## config.mk

```make
export PLATFORM = sky130hd
export DESIGN_NAME = bmp_gray_stream_decoder_unit
export DESIGN_NICKNAME = d
export VERILOG_FILES = /design/src/hw/rtl/bgsd_pkg.sv /design/src/hw/rtl/bgsd_front.sv /design/src/hw/rtl/bgsd_queue.sv /design/src/hw/rtl/bgsd_back.sv /design/src/hw/rtl/bmp_gray_stream_decoder_unit.sv
export SDC_FILE = /design/constraint.sdc
export NUM_CORES = 1
export LEC_CHECK = 0
export ABC_AREA = 1
export BUFFER_PORTS_ARGS = -buffer_cell sky130_fd_sc_hd__buf_2
export CORE_MARGIN = 10
export CORE_UTILIZATION = 62
export CTS_CLUSTER_DIAMETER = 50
export DETAILED_ROUTE_END_ITERATION = 6
export GPL_TIMING_DRIVEN = 1
export PLACE_DENSITY = 0.88
export SLEW_MARGIN = 10
export SYNTH_ARGS = -nofsm -noshare
export SYNTH_HDL_FRONTEND = slang
export SYNTH_SLANG_ARGS = --single-unit
export TNS_END_PERCENT = 100
```

## constraint.sdc

```tcl
create_clock -name aclk -period 8.17 [get_ports aclk]
set_input_delay 1.634 -clock aclk [delete_from_list [all_inputs] [get_ports aclk]]
set_output_delay 1.634 -clock aclk [all_outputs]
set_load 0.005 [all_outputs]
```

## src/hw/rtl/bgsd_pkg.sv

```systemverilog
// ============================================================================
// bgsd_pkg: shared types and constants of the BMP gray stream decoder
// Holds the parser phases, result codes, result word layout and queue sizing.
// ============================================================================
package bgsd_pkg;

    // Largest accepted image width or height.
    localparam int MAX_DIM = 4096;

    // Header constants.
    localparam logic [15:0] BMP_SIGNATURE = 16'h4D42;
    localparam logic [31:0] DIB_MIN_SIZE  = 32'd40;
    localparam logic [15:0] BPP_RGB       = 16'd24;
    localparam logic [15:0] BPP_GRAY      = 16'd8;
    localparam logic [31:0] HEADER_BYTES  = 32'd54;

    // Header byte positions at which a field is complete.
    localparam logic [31:0] POS_SIGNATURE = 32'd1;
    localparam logic [31:0] POS_OFFSET    = 32'd13;
    localparam logic [31:0] POS_DIB_SIZE  = 32'd17;
    localparam logic [31:0] POS_WIDTH     = 32'd21;
    localparam logic [31:0] POS_HEIGHT    = 32'd25;
    localparam logic [31:0] POS_PLANES    = 32'd27;
    localparam logic [31:0] POS_BPP       = 32'd29;
    localparam logic [31:0] POS_COMPRESS  = 32'd33;
    localparam logic [31:0] POS_LAST_HDR  = 32'd53;

    // Result queue depth, in entries.
    localparam int QDEPTH = 4;
    localparam int QIDX_W = $clog2(QDEPTH);
    localparam int QCNT_W = $clog2(QDEPTH + 1);

    typedef enum logic [2:0] {
        PH_HEADER,
        PH_SKIP,
        PH_PIXELS,
        PH_DONE,
        PH_FAULT
    } phase_t;

    typedef enum logic [1:0] {
        KIND_PIXEL,
        KIND_FINISH,
        KIND_ERROR
    } kind_t;

    typedef enum logic [2:0] {
        ERR_NONE,
        ERR_SIGNATURE,
        ERR_DIB_SMALL,
        ERR_FORMAT,
        ERR_SIZE,
        ERR_OFFSET,
        ERR_TRUNCATED
    } err_t;

    // One result word.
    typedef struct packed {
        kind_t       kind;
        logic [7:0]  gray;
        logic [11:0] column;
        logic [11:0] row;
        logic [12:0] image_width;
        logic [12:0] image_height;
        err_t        error_code;
        logic        last;
    } result_t;

    // One queue entry: the results caused by one input word.
    typedef struct packed {
        result_t res0;
        result_t res1;
        logic    two;
    } entry_t;

endpackage

```

## src/hw/rtl/bgsd_front.sv

```systemverilog
// ============================================================================
// bgsd_front: header parser and pixel walker
// Consumes one file word per accepted cycle and forms the results it causes.
// ============================================================================
module bgsd_front (
    input  logic            aclk,
    input  logic            aresetn,
    input  logic            accept,
    input  logic [7:0]      data_byte,
    input  logic            end_of_file,
    output logic            push,
    output bgsd_pkg::entry_t push_entry
);
    import bgsd_pkg::*;

    phase_t      phase_reg, phase_next;
    logic [31:0] pos_reg, pos_next;
    logic [31:0] shift_reg, shift_next;
    logic [31:0] offset_reg, offset_next;
    logic [12:0] width_reg, width_next, width_upd;
    logic [12:0] height_reg, height_next, height_upd;
    logic        rgb_reg, rgb_next;
    logic [14:0] stride_reg, stride_next;
    logic [12:0] srow_reg, srow_next;
    logic [9:0]  sum_reg, sum_next;
    logic [1:0]  cidx_reg, cidx_next;
    logic [12:0] col_reg, col_next;
    logic        fmt_reg, fmt_next;
    logic        size_reg, size_next;

    logic        px_v, fin_v, hfail_v, trunc_v, do_pix;
    err_t        hfail_code;
    logic [7:0]  pix_gray;
    logic [11:0] pix_col;
    logic [14:0] used, stride_len, sp;
    logic [11:0] pix_row;
    logic [9:0]  csum;
    logic [12:0] srow_inc;

    // Divide a color sum (at most 765) by three with a reciprocal multiply.
    function automatic logic [7:0] div3(input logic [9:0] s);
        logic [20:0] prod;
        prod = {11'd0, s} * 21'd683;
        return prod[18:11];
    endfunction

    function automatic logic size_ok(input logic [31:0] v);
        return (v != 32'd0) && (v <= 32'(MAX_DIM));
    endfunction

    // Row geometry from the parsed header.
    always_comb begin
        used       = rgb_reg ? ({2'b00, width_reg} + {1'b0, width_reg, 1'b0})
                             : {2'b00, width_reg};
        stride_len = (used + 15'd3) & ~15'd3;
        pix_row    = 12'(height_reg - 13'd1 - srow_reg);
    end

    // Next state of the parser.
    always_comb begin
        phase_next  = phase_reg;
        pos_next    = pos_reg;
        shift_next  = shift_reg;
        offset_next = offset_reg;
        width_upd   = width_reg;
        height_upd  = height_reg;
        rgb_next    = rgb_reg;
        stride_next = stride_reg;
        srow_next   = srow_reg;
        sum_next    = sum_reg;
        cidx_next   = cidx_reg;
        col_next    = col_reg;
        fmt_next    = fmt_reg;
        size_next   = size_reg;
        px_v        = 1'b0;
        fin_v       = 1'b0;
        hfail_v     = 1'b0;
        hfail_code  = ERR_NONE;
        trunc_v     = 1'b0;
        do_pix      = 1'b0;
        pix_gray    = data_byte;
        pix_col     = col_reg[11:0];
        csum        = sum_reg + {2'b00, data_byte};
        sp          = stride_reg + 15'd1;
        srow_inc    = srow_reg + 13'd1;

        if (accept) begin
            pos_next = pos_reg + 32'd1;
            unique case (phase_reg)
                PH_HEADER: begin
                    shift_next = {data_byte, shift_reg[31:8]};
                    case (pos_reg)
                        POS_SIGNATURE: begin
                            if (shift_next[31:16] != BMP_SIGNATURE) begin
                                hfail_v    = 1'b1;
                                hfail_code = ERR_SIGNATURE;
                            end
                        end
                        POS_OFFSET: offset_next = shift_next;
                        POS_DIB_SIZE: begin
                            if (shift_next < DIB_MIN_SIZE) begin
                                hfail_v    = 1'b1;
                                hfail_code = ERR_DIB_SMALL;
                            end
                        end
                        POS_WIDTH: begin
                            width_upd = shift_next[12:0];
                            if (!size_ok(shift_next)) size_next = 1'b1;
                        end
                        POS_HEIGHT: begin
                            height_upd = shift_next[12:0];
                            if (!size_ok(shift_next)) size_next = 1'b1;
                        end
                        POS_PLANES: begin
                            if (shift_next[31:16] != 16'd1) fmt_next = 1'b1;
                        end
                        POS_BPP: begin
                            if (shift_next[31:16] == BPP_RGB) rgb_next = 1'b1;
                            else if (shift_next[31:16] != BPP_GRAY) fmt_next = 1'b1;
                        end
                        POS_COMPRESS: begin
                            if (shift_next != 32'd0) fmt_next = 1'b1;
                        end
                        POS_LAST_HDR: begin
                            if (fmt_reg) begin
                                hfail_v    = 1'b1;
                                hfail_code = ERR_FORMAT;
                            end else if (size_reg) begin
                                hfail_v    = 1'b1;
                                hfail_code = ERR_SIZE;
                            end else if (offset_reg < HEADER_BYTES) begin
                                hfail_v    = 1'b1;
                                hfail_code = ERR_OFFSET;
                            end else begin
                                phase_next = (offset_reg == HEADER_BYTES) ? PH_PIXELS
                                                                          : PH_SKIP;
                            end
                        end
                        default: ;
                    endcase
                    if (hfail_v) phase_next = PH_FAULT;
                end
                PH_SKIP: begin
                    if (pos_reg >= offset_reg) begin
                        phase_next = PH_PIXELS;
                        do_pix     = 1'b1;
                    end
                end
                PH_PIXELS: do_pix = 1'b1;
                default: ;
            endcase

            // Walk one byte of a padded row.
            if (do_pix) begin
                if (stride_reg < used) begin
                    if (rgb_reg) begin
                        if (cidx_reg == 2'd2) begin
                            px_v      = 1'b1;
                            pix_gray  = div3(csum);
                            sum_next  = 10'd0;
                            cidx_next = 2'd0;
                            col_next  = col_reg + 13'd1;
                        end else begin
                            sum_next  = csum;
                            cidx_next = cidx_reg + 2'd1;
                        end
                    end else begin
                        px_v     = 1'b1;
                        col_next = col_reg + 13'd1;
                    end
                end
                stride_next = sp;
                if (sp >= stride_len) begin
                    stride_next = 15'd0;
                    sum_next    = 10'd0;
                    cidx_next   = 2'd0;
                    col_next    = 13'd0;
                    srow_next   = srow_inc;
                    if (srow_inc >= height_reg) begin
                        fin_v      = 1'b1;
                        phase_next = PH_DONE;
                    end
                end
            end

            // End of file: report a truncated image if it is unfinished, then start over.
            if (end_of_file) begin
                trunc_v = (phase_next == PH_HEADER) || (phase_next == PH_SKIP) ||
                          (phase_next == PH_PIXELS);
                phase_next  = PH_HEADER;
                pos_next    = 32'd0;
                shift_next  = 32'd0;
                offset_next = 32'd0;
                rgb_next    = 1'b0;
                stride_next = 15'd0;
                srow_next   = 13'd0;
                sum_next    = 10'd0;
                cidx_next   = 2'd0;
                col_next    = 13'd0;
                fmt_next    = 1'b0;
                size_next   = 1'b0;
            end
        end

        width_next  = (accept && end_of_file) ? 13'd0 : width_upd;
        height_next = (accept && end_of_file) ? 13'd0 : height_upd;
    end

    // Result words for the current byte.
    always_comb begin
        result_t pix, mk;
        logic    mk_v;
        pix.kind         = KIND_PIXEL;
        pix.gray         = pix_gray;
        pix.column       = pix_col;
        pix.row          = pix_row;
        pix.image_width  = width_reg;
        pix.image_height = height_reg;
        pix.error_code   = ERR_NONE;
        pix.last         = 1'b0;

        mk_v             = fin_v || hfail_v || trunc_v;
        mk.kind          = fin_v ? KIND_FINISH : KIND_ERROR;
        mk.gray          = 8'd0;
        mk.column        = 12'd0;
        mk.row           = 12'd0;
        mk.image_width   = width_upd;
        mk.image_height  = height_upd;
        mk.error_code    = fin_v ? ERR_NONE : (hfail_v ? hfail_code : ERR_TRUNCATED);
        mk.last          = 1'b1;

        push            = accept && (px_v || mk_v);
        push_entry.res0 = px_v ? pix : mk;
        push_entry.res1 = mk;
        push_entry.two  = px_v && mk_v;
    end

    // State registers.
    always_ff @(posedge aclk) begin
        if (!aresetn) begin
            phase_reg  <= PH_HEADER;
            pos_reg    <= 32'd0;
            shift_reg  <= 32'd0;
            offset_reg <= 32'd0;
            width_reg  <= 13'd0;
            height_reg <= 13'd0;
            rgb_reg    <= 1'b0;
            stride_reg <= 15'd0;
            srow_reg   <= 13'd0;
            sum_reg    <= 10'd0;
            cidx_reg   <= 2'd0;
            col_reg    <= 13'd0;
            fmt_reg    <= 1'b0;
            size_reg   <= 1'b0;
        end else begin
            phase_reg  <= phase_next;
            pos_reg    <= pos_next;
            shift_reg  <= shift_next;
            offset_reg <= offset_next;
            width_reg  <= width_next;
            height_reg <= height_next;
            rgb_reg    <= rgb_next;
            stride_reg <= stride_next;
            srow_reg   <= srow_next;
            sum_reg    <= sum_next;
            cidx_reg   <= cidx_next;
            col_reg    <= col_next;
            fmt_reg    <= fmt_next;
            size_reg   <= size_next;
        end
    end

endmodule

```

## src/hw/rtl/bgsd_queue.sv

```systemverilog
// ============================================================================
// bgsd_queue: short result queue
// Decouples the parser from the output stage; one entry per input word that causes results.
// ============================================================================
module bgsd_queue (
    input  logic             aclk,
    input  logic             aresetn,
    input  logic             push,
    input  bgsd_pkg::entry_t push_entry,
    input  logic             pop,
    output logic             full,
    output logic             head_valid,
    output bgsd_pkg::entry_t head_entry
);
    import bgsd_pkg::*;

    entry_t              q_reg [QDEPTH];
    logic [QIDX_W-1:0]   wptr_reg, wptr_next;
    logic [QIDX_W-1:0]   rptr_reg, rptr_next;
    logic [QCNT_W-1:0]   cnt_reg, cnt_next;

    // Status and head of the queue.
    assign full       = (cnt_reg == QCNT_W'(QDEPTH));
    assign head_valid = (cnt_reg != '0);
    assign head_entry = q_reg[rptr_reg];

    // Pointer and count update.
    always_comb begin
        wptr_next = push ? wptr_reg + QIDX_W'(1) : wptr_reg;
        rptr_next = pop  ? rptr_reg + QIDX_W'(1) : rptr_reg;
        cnt_next  = cnt_reg + QCNT_W'(push) - QCNT_W'(pop);
    end

    always_ff @(posedge aclk) begin
        if (!aresetn) begin
            wptr_reg <= '0;
            rptr_reg <= '0;
            cnt_reg  <= '0;
        end else begin
            wptr_reg <= wptr_next;
            rptr_reg <= rptr_next;
            cnt_reg  <= cnt_next;
        end
    end

    // Entry storage.
    always_ff @(posedge aclk) begin
        if (push) q_reg[wptr_reg] <= push_entry;
    end

`ifndef SYNTH
    a_no_overflow: assert property (@(posedge aclk) disable iff (!aresetn)
        (push && !pop) |-> !full)
        else $error("Queue written while full.");
    a_no_underflow: assert property (@(posedge aclk) disable iff (!aresetn)
        pop |-> head_valid)
        else $error("Queue read while empty.");
`endif

endmodule

```

## src/hw/rtl/bgsd_back.sv

```systemverilog
// ============================================================================
// bgsd_back: result serializer and output register
// Sends the one or two results of each queue entry as separate words.
// ============================================================================
module bgsd_back (
    input  logic              aclk,
    input  logic              aresetn,
    input  logic              head_valid,
    input  bgsd_pkg::entry_t  head_entry,
    output logic              pop,
    input  logic              m_ready,
    output logic              m_valid,
    output bgsd_pkg::result_t m_result
);
    import bgsd_pkg::*;

    logic    valid_reg, valid_next;
    logic    sel_reg, sel_next;
    result_t out_reg, out_next;
    logic    load;

    // Load a new word whenever the output register is free or drained.
    always_comb begin
        load       = head_valid && (!valid_reg || m_ready);
        pop        = load && (sel_reg || !head_entry.two);
        sel_next   = sel_reg;
        out_next   = out_reg;
        valid_next = valid_reg && !m_ready;
        if (load) begin
            out_next   = sel_reg ? head_entry.res1 : head_entry.res0;
            sel_next   = !pop;
            valid_next = 1'b1;
        end
    end

    always_ff @(posedge aclk) begin
        if (!aresetn) begin
            valid_reg <= 1'b0;
            sel_reg   <= 1'b0;
        end else begin
            valid_reg <= valid_next;
            sel_reg   <= sel_next;
        end
    end

    always_ff @(posedge aclk) begin
        out_reg <= out_next;
    end

    assign m_valid  = valid_reg;
    assign m_result = out_reg;

`ifndef SYNTH
    a_second_only_pair: assert property (@(posedge aclk) disable iff (!aresetn)
        sel_reg |-> (head_valid && head_entry.two))
        else $error("Second result selected without a paired entry.");
    a_last_is_marker: assert property (@(posedge aclk) disable iff (!aresetn)
        (valid_reg && out_reg.last) |-> (out_reg.kind != KIND_PIXEL))
        else $error("Pixel word flagged as last.");
`endif

endmodule

```

## src/hw/rtl/bmp_gray_stream_decoder_unit.sv

```systemverilog
// ============================================================================
// bmp_gray_stream_decoder_unit: streaming BMP to gray pixel decoder
// Parses an 8 or 24 bit BMP byte stream and emits gray pixels and markers.
// ============================================================================
//  Channel | Direction | Word
//  s_      | in        | data_byte, end_of_file
//  m_      | out       | kind, gray, column, row, image_width, image_height,
//          |           | error_code, last
//
//  One byte is accepted per cycle while the queue has room; a byte causes
//  zero, one or two result words, and two results leave as separate words.
//  A result word reaches m_ through the queue and then the output register
//  after its byte is accepted.
//  The four-entry queue between parser and output stage absorbs output stalls;
//  s_ready drops only when it is full. Reset is synchronous and active low.
module bmp_gray_stream_decoder_unit (
    input  logic        aclk,
    input  logic        aresetn,
    input  logic        s_valid,
    output logic        s_ready,
    input  logic [7:0]  s_data_byte,
    input  logic        s_end_of_file,
    output logic        m_valid,
    input  logic        m_ready,
    output logic [1:0]  m_kind,
    output logic [7:0]  m_gray,
    output logic [11:0] m_column,
    output logic [11:0] m_row,
    output logic [12:0] m_image_width,
    output logic [12:0] m_image_height,
    output logic [2:0]  m_error_code,
    output logic        m_last
);
    import bgsd_pkg::*;

    logic    q_full, head_valid, pop, push, accept;
    entry_t  push_entry, head_entry;
    result_t res;

    // A word is taken whenever the queue has room.
    assign s_ready = !q_full;
    assign accept  = s_valid && s_ready;

    bgsd_front u_front (
        .aclk        (aclk),
        .aresetn     (aresetn),
        .accept      (accept),
        .data_byte   (s_data_byte),
        .end_of_file (s_end_of_file),
        .push        (push),
        .push_entry  (push_entry)
    );

    bgsd_queue u_queue (
        .aclk       (aclk),
        .aresetn    (aresetn),
        .push       (push),
        .push_entry (push_entry),
        .pop        (pop),
        .full       (q_full),
        .head_valid (head_valid),
        .head_entry (head_entry)
    );

    bgsd_back u_back (
        .aclk       (aclk),
        .aresetn    (aresetn),
        .head_valid (head_valid),
        .head_entry (head_entry),
        .pop        (pop),
        .m_ready    (m_ready),
        .m_valid    (m_valid),
        .m_result   (res)
    );

    // Result word fields to ports.
    assign m_kind         = res.kind;
    assign m_gray         = res.gray;
    assign m_column       = res.column;
    assign m_row          = res.row;
    assign m_image_width  = res.image_width;
    assign m_image_height = res.image_height;
    assign m_error_code   = res.error_code;
    assign m_last         = res.last;

endmodule

```

# Word-level counts from Yosys, hierarchy flattened
# Memory sizes are Yosys's and may differ from the RTL's. A register that Yosys moved wholly into a read port is not among the register bits.
# Cells that the tools add are included.
totals:
  reg_bits: 254
  latchBits: 0
  mem_bits_rw: 384
  mem_bits_ro: 0
  in_bits: 13
  out_inout_bits: 66
  wordCells: 234
  mem_count: 1
mem_list:
  columns: ["memory", "words", "width", "read_ports", "rd_ports_with_merged_regs", "write_ports", "line", "source"]
  rows:
  - ["u_queue.q_reg", 4, 96, 1, 1, 1, "bgsd_queue.sv:17", "entry_t q_reg [QDEPTH];"]
op_classes:
  n_addsub: 14
  multipliers: 1
  div_mod_pow: 0
  n_lt_le_gt_ge: 7
  eq_ne: 26
  n_shift: 0
  muxes: 112
  n_bitwise: 1
  reduce_logical: 45
op_table:
  columns: ["operator", "count"]
  rows:
  - ["$mux 13", 15]
  - ["$mux 32", 6]
  - ["$eq 32x5->1 const B", 5]
  - ["$mux 64", 2]
  - ["$eq 32x6->1 const B", 3]
  - ["$lt 32x6->1 const B", 2]
  - ["$mux 10", 6]
  - ["$mux 15", 4]
  - ["$mux 3", 18]
  - ["$mux 1", 40]
  - ["$mux 8", 5]
  - ["$add 32x1->32 const B", 1]
  - ["$eq 32x1->1 const B", 1]
  - ["$eq 32x4->1 const B", 1]
  - ["$ge 32x32->1", 1]
  - ["$le 32x13->1 const B", 1]
  - ["$reduce_bool 32->1", 1]
  - ["$add 13x1->13 const B", 2]
  - ["$mux 2", 11]
  - ["$mul 10x10->19 const B", 1]
  - ["$eq 16x5->1 const B", 1]
  - ["$ne 16x1->1 const B", 1]
  - ["$ne 16x15->1 const B", 1]
  - ["$ne 16x4->1 const B", 1]
  - ["other kinds (37)", 76]

# Logic depth before layout (Yosys ltp)
logic_depth:
  word_depth: 23
  mapped_depth: 33
  depth_no_buf: 33

# Hierarchy
# A second synthesis with hierarchy kept.
unflattened:
  cells_unflattened: 4101
  hier_area_um2: 38428.1
modules_own_cells:
  columns: ["mod", "instances", "cells_per_inst", "area_per_inst_um2", "seq_area_each_um2"]
  rows:
  - ["bgsd_queue", 1, 1560, 20559.7, 15675.0]
  - ["bgsd_front", 1, 2253, 14974.4, 3443.3]
  - ["bgsd_back", 1, 285, 2880.3, 1961.9]
  - ["bmp_gray_stream_decoder_unit", 1, 3, 13.8, 0.0]

# Worst setup path after synthesis
# No wires, ideal clock.
synth_timing:
  path_type: "input to register"
  from: "input port s_data_byte[0]"
  to: "memory u_queue.q_reg[0][92] (netlist name), data pin"
  setup_ns: 0.264
  arrival_ns: 6.643
  required_ns: 7.906
  path_slack_ns: 1.263
  cell_stages: 26
  n_path_buf: 0
  cell_sequence: "ha_1 -> fa_1 -> nand3_1 -> nand2_1 -> a21oi_1 -> o21bai_1 -> a21oi_1 -> o21bai_1 -> xor2_1 -> ha_1 -> ha_1 -> fa_1 -> fa_1 -> fa_1 -> ha_1 -> nand2_1 -> nor2_1 -> nand3_1 -> nand3_1 -> nand3_1 -> nand2_1 -> a31oi_1 -> o21ai_0 -> o21ai_0 -> a21oi_1 -> nor2_1"
synth_rtl:
  columns: ["item", "line", "source"]
  rows:
  - ["start: declaration", "bmp_gray_stream_decoder_unit.sv:21", "input logic [7:0] s_data_byte,"]
  - ["end: declaration", "bgsd_queue.sv:17", null]

==> flow_summary.yaml <==
yosys:
  yosysTopAreaCell: "edfxtp_1"
  synthArstFlopShare_pct: 0
  synthTopCellsByArea: "edfxtp_1, dfxtp_1, ha_1, nor2_1, nand2_1"
  synth-seq-cells: 631
  ys.warnings.count: 0
  synth.distinct_cells: 59
  syn_avg_cell_area_um2: 9.49
  synth_cells: 3275
  netlist_area_um2: 31100
  synth-main-ff-cell: "edfxtp_1"
  synth_fp_nets: 3487
  yosysTopAreaCellShare_pct: 43.3
  seq_area_frac_synth_pct: 55.1
  synth_edf_count: 448
worst_setup_path:
  cp_top_family: "adder cells"
  rr_startpoint: "u_front.sum_reg[0]"
  ff2ff_setup_slack_ns: 1.88
  crit_path_end_kind: "flop"
  worstPathArrival_ns: 7.55
  cp.buffers_inverters: 2
  slowest_delay_ns: 0.58
  crit_type: "input port to flop"
  path_max_fanout: 5
  start_kind: "input port"
  worstSetupStartpoint: "s_data_byte[0]"
  cpMaxStageDelayCell: "fa_1"
  required_ns: 8.58
drt:
  dr.pass1.iters: 7
  ant_nets: 0
  routed.top_layer: "met4"
  routedWlPerCell_um: 18.2
  met3_wirelength_um: 6060
  vias_per_cell: 5.89
  detail_route.wirelength_um: 73300
  drtIter0Drc: 2564
  wl_met1_um: 27900
  vias: 23746
  met2WireLength_um: 36700
  drc_errors: 1
final_layout:
  drive_gt1_share_pct: 8.40
  largest_reg_flops: 384
  final_common_cell: "nor2_1"
  syn_to_final_growth_pct: 9.85
  fin_nets: 3530
  final_cell_mix: "nor2_1, edfxtp_1, nand2_1"
  antenna_cells: 0
outcome:
  outcome: "finished, violations left"
  violations: "DRC"
power:
  ir_drop_mv: 0.352
  p_per_area_nw_per_um2: 291
  power.total_mw: 9.93
  leakagePower_nw: 14.0
global_routing:
  grt_overflow: 0
  grt_pass1_vias: 23433
  grt_first_pass_wirelength_um: 117000
  grt_usage_pct: 24.2
  antenna_found_initial: 0
  grt_max_degree: 114
min_path:
  min_path_type: "flop to flop"
  min_from: "u_front.offset_reg[30]"
floorplan:
  start_util_pct: 63.1
  num_rows: 81
  die_area_um2: 59500
  die-height_um: 244
  die_x_um: 244
  pin_count: 79
  coreArea_um2: 49300
clock_tree:
  insertion_delay_ns: 0.63
  cts_resized: 0
  hold_buffers: 0
  numCtsBuffers: 68
  cts_max_level: 3
  cts_tree: "done"
  cts_num_sinks: 631
  clkTransAtPathRegs_ns: 0.06
  cts-root-buf: "clkbuf_16"
  cts_setup_buffers: 0
  clockBufferDepth: 3
timing:
  fmax_mhz: 140
  relSlewSlack_pct: 22.0
  setup_viol: 0
  tightest_slew_ns: 1.17
  setup-tns-final_ns: 0
  drv_slew: 0
  period_share_pct: 87.4
  rsz0062_at_grt: "false"
  layout_min_cycle_time_ns: 7.14
  finalHoldViolations: 0
  finClkSkew_ns: 0.0348
placed_design:
  portBuffers: 78
  dp_hpwl_um: 46400
  gp_congestion: 0.961
flow_run:
  max-cap-violations: 0
cell families (layout without fill, tap and decap cells):
logic type	Yosys count	count (layout)	synth area share, %
flip-flops	631	631	55.1
AO/OA/AOI/OAI	659	659	11.6
XOR/XNOR	55	55	1.55
AND/OR/NAND/NOR	1217	1217	16.7
adder cells (fa/ha/maj)	199	199	8.62
buffers and inverters	514	608	6.50
synth_stat cells (all sizes together) (4+ instances only):
cell type	number
nor2	573
edfxtp	448
nand2	431
inv	387
o21ai	301
a21oi	230
dfxtp	183
ha	174
nand3	106
clkbuf	89
xor2	46
nor3	45
a31oi	40
nand4	40
buf	35
o22ai	34
fa	25
a211oi	15
nor4	15
xnor2	9
o21bai	7
o21a	6
o31ai	5
a21o	4
o32ai	4
tightest hold or removal path: stages (launching register included):
cell     delay, ns
dfxtp_1       0.31
nand2_1       0.06
a21oi_1       0.05
layer usage:
metal	global-route usage, %	vias up
li1	-	11195
met3	4.42	197
met5	0	-
met1	28.9	11198
met2	41.8	1156
met4	10.8	0
report_power, final:
part / internal [mW] / switching, mW
registers: 3.92 / 0.139
logic: 0.946 / 1.94
clock network: 1.70 / 1.29
stage by stage:
stage | util, % | instance area (um^2) | instances | worst slack, ns | hold WS, ns
2_1_floorplan | - | 31100 | 3275 | 1.26 | 0.436
3_3_place_gp | 64.8 | 31900 | 3912 | 0.570 | 0.440
3_5_place_dp | 64.8 | 31900 | 3912 | 0.499 | 0.453
4_1_cts | 69.3 | 34100 | 4033 | 1.15 | 0.462
5_1_grt | 69.3 | 34100 | 4033 | 0.698 | 0.484
6_report | 69.3 | 34100 | 4033 | 1.03 | 0.461
worst paths after layout:
kind | endpoint | cells after the start
max | u_queue.q_reg[1][92] | 27
min | u_front.offset_reg[30] | 2
max reg2reg | u_queue.q_reg[1][92] | 26
min reg2reg | u_front.offset_reg[30] | 2
final cells by class:
cell class,count,area [um^2]
sequential,631,17100
clock inverter,31,342
tap,664,831
multi-input combinational,2130,11900
clock buffer,90,1860
inverter,390,1480
fill,3360,15100
timing repair buffer,97,558
No activity file was read; power rests on OpenSTA's default activity.
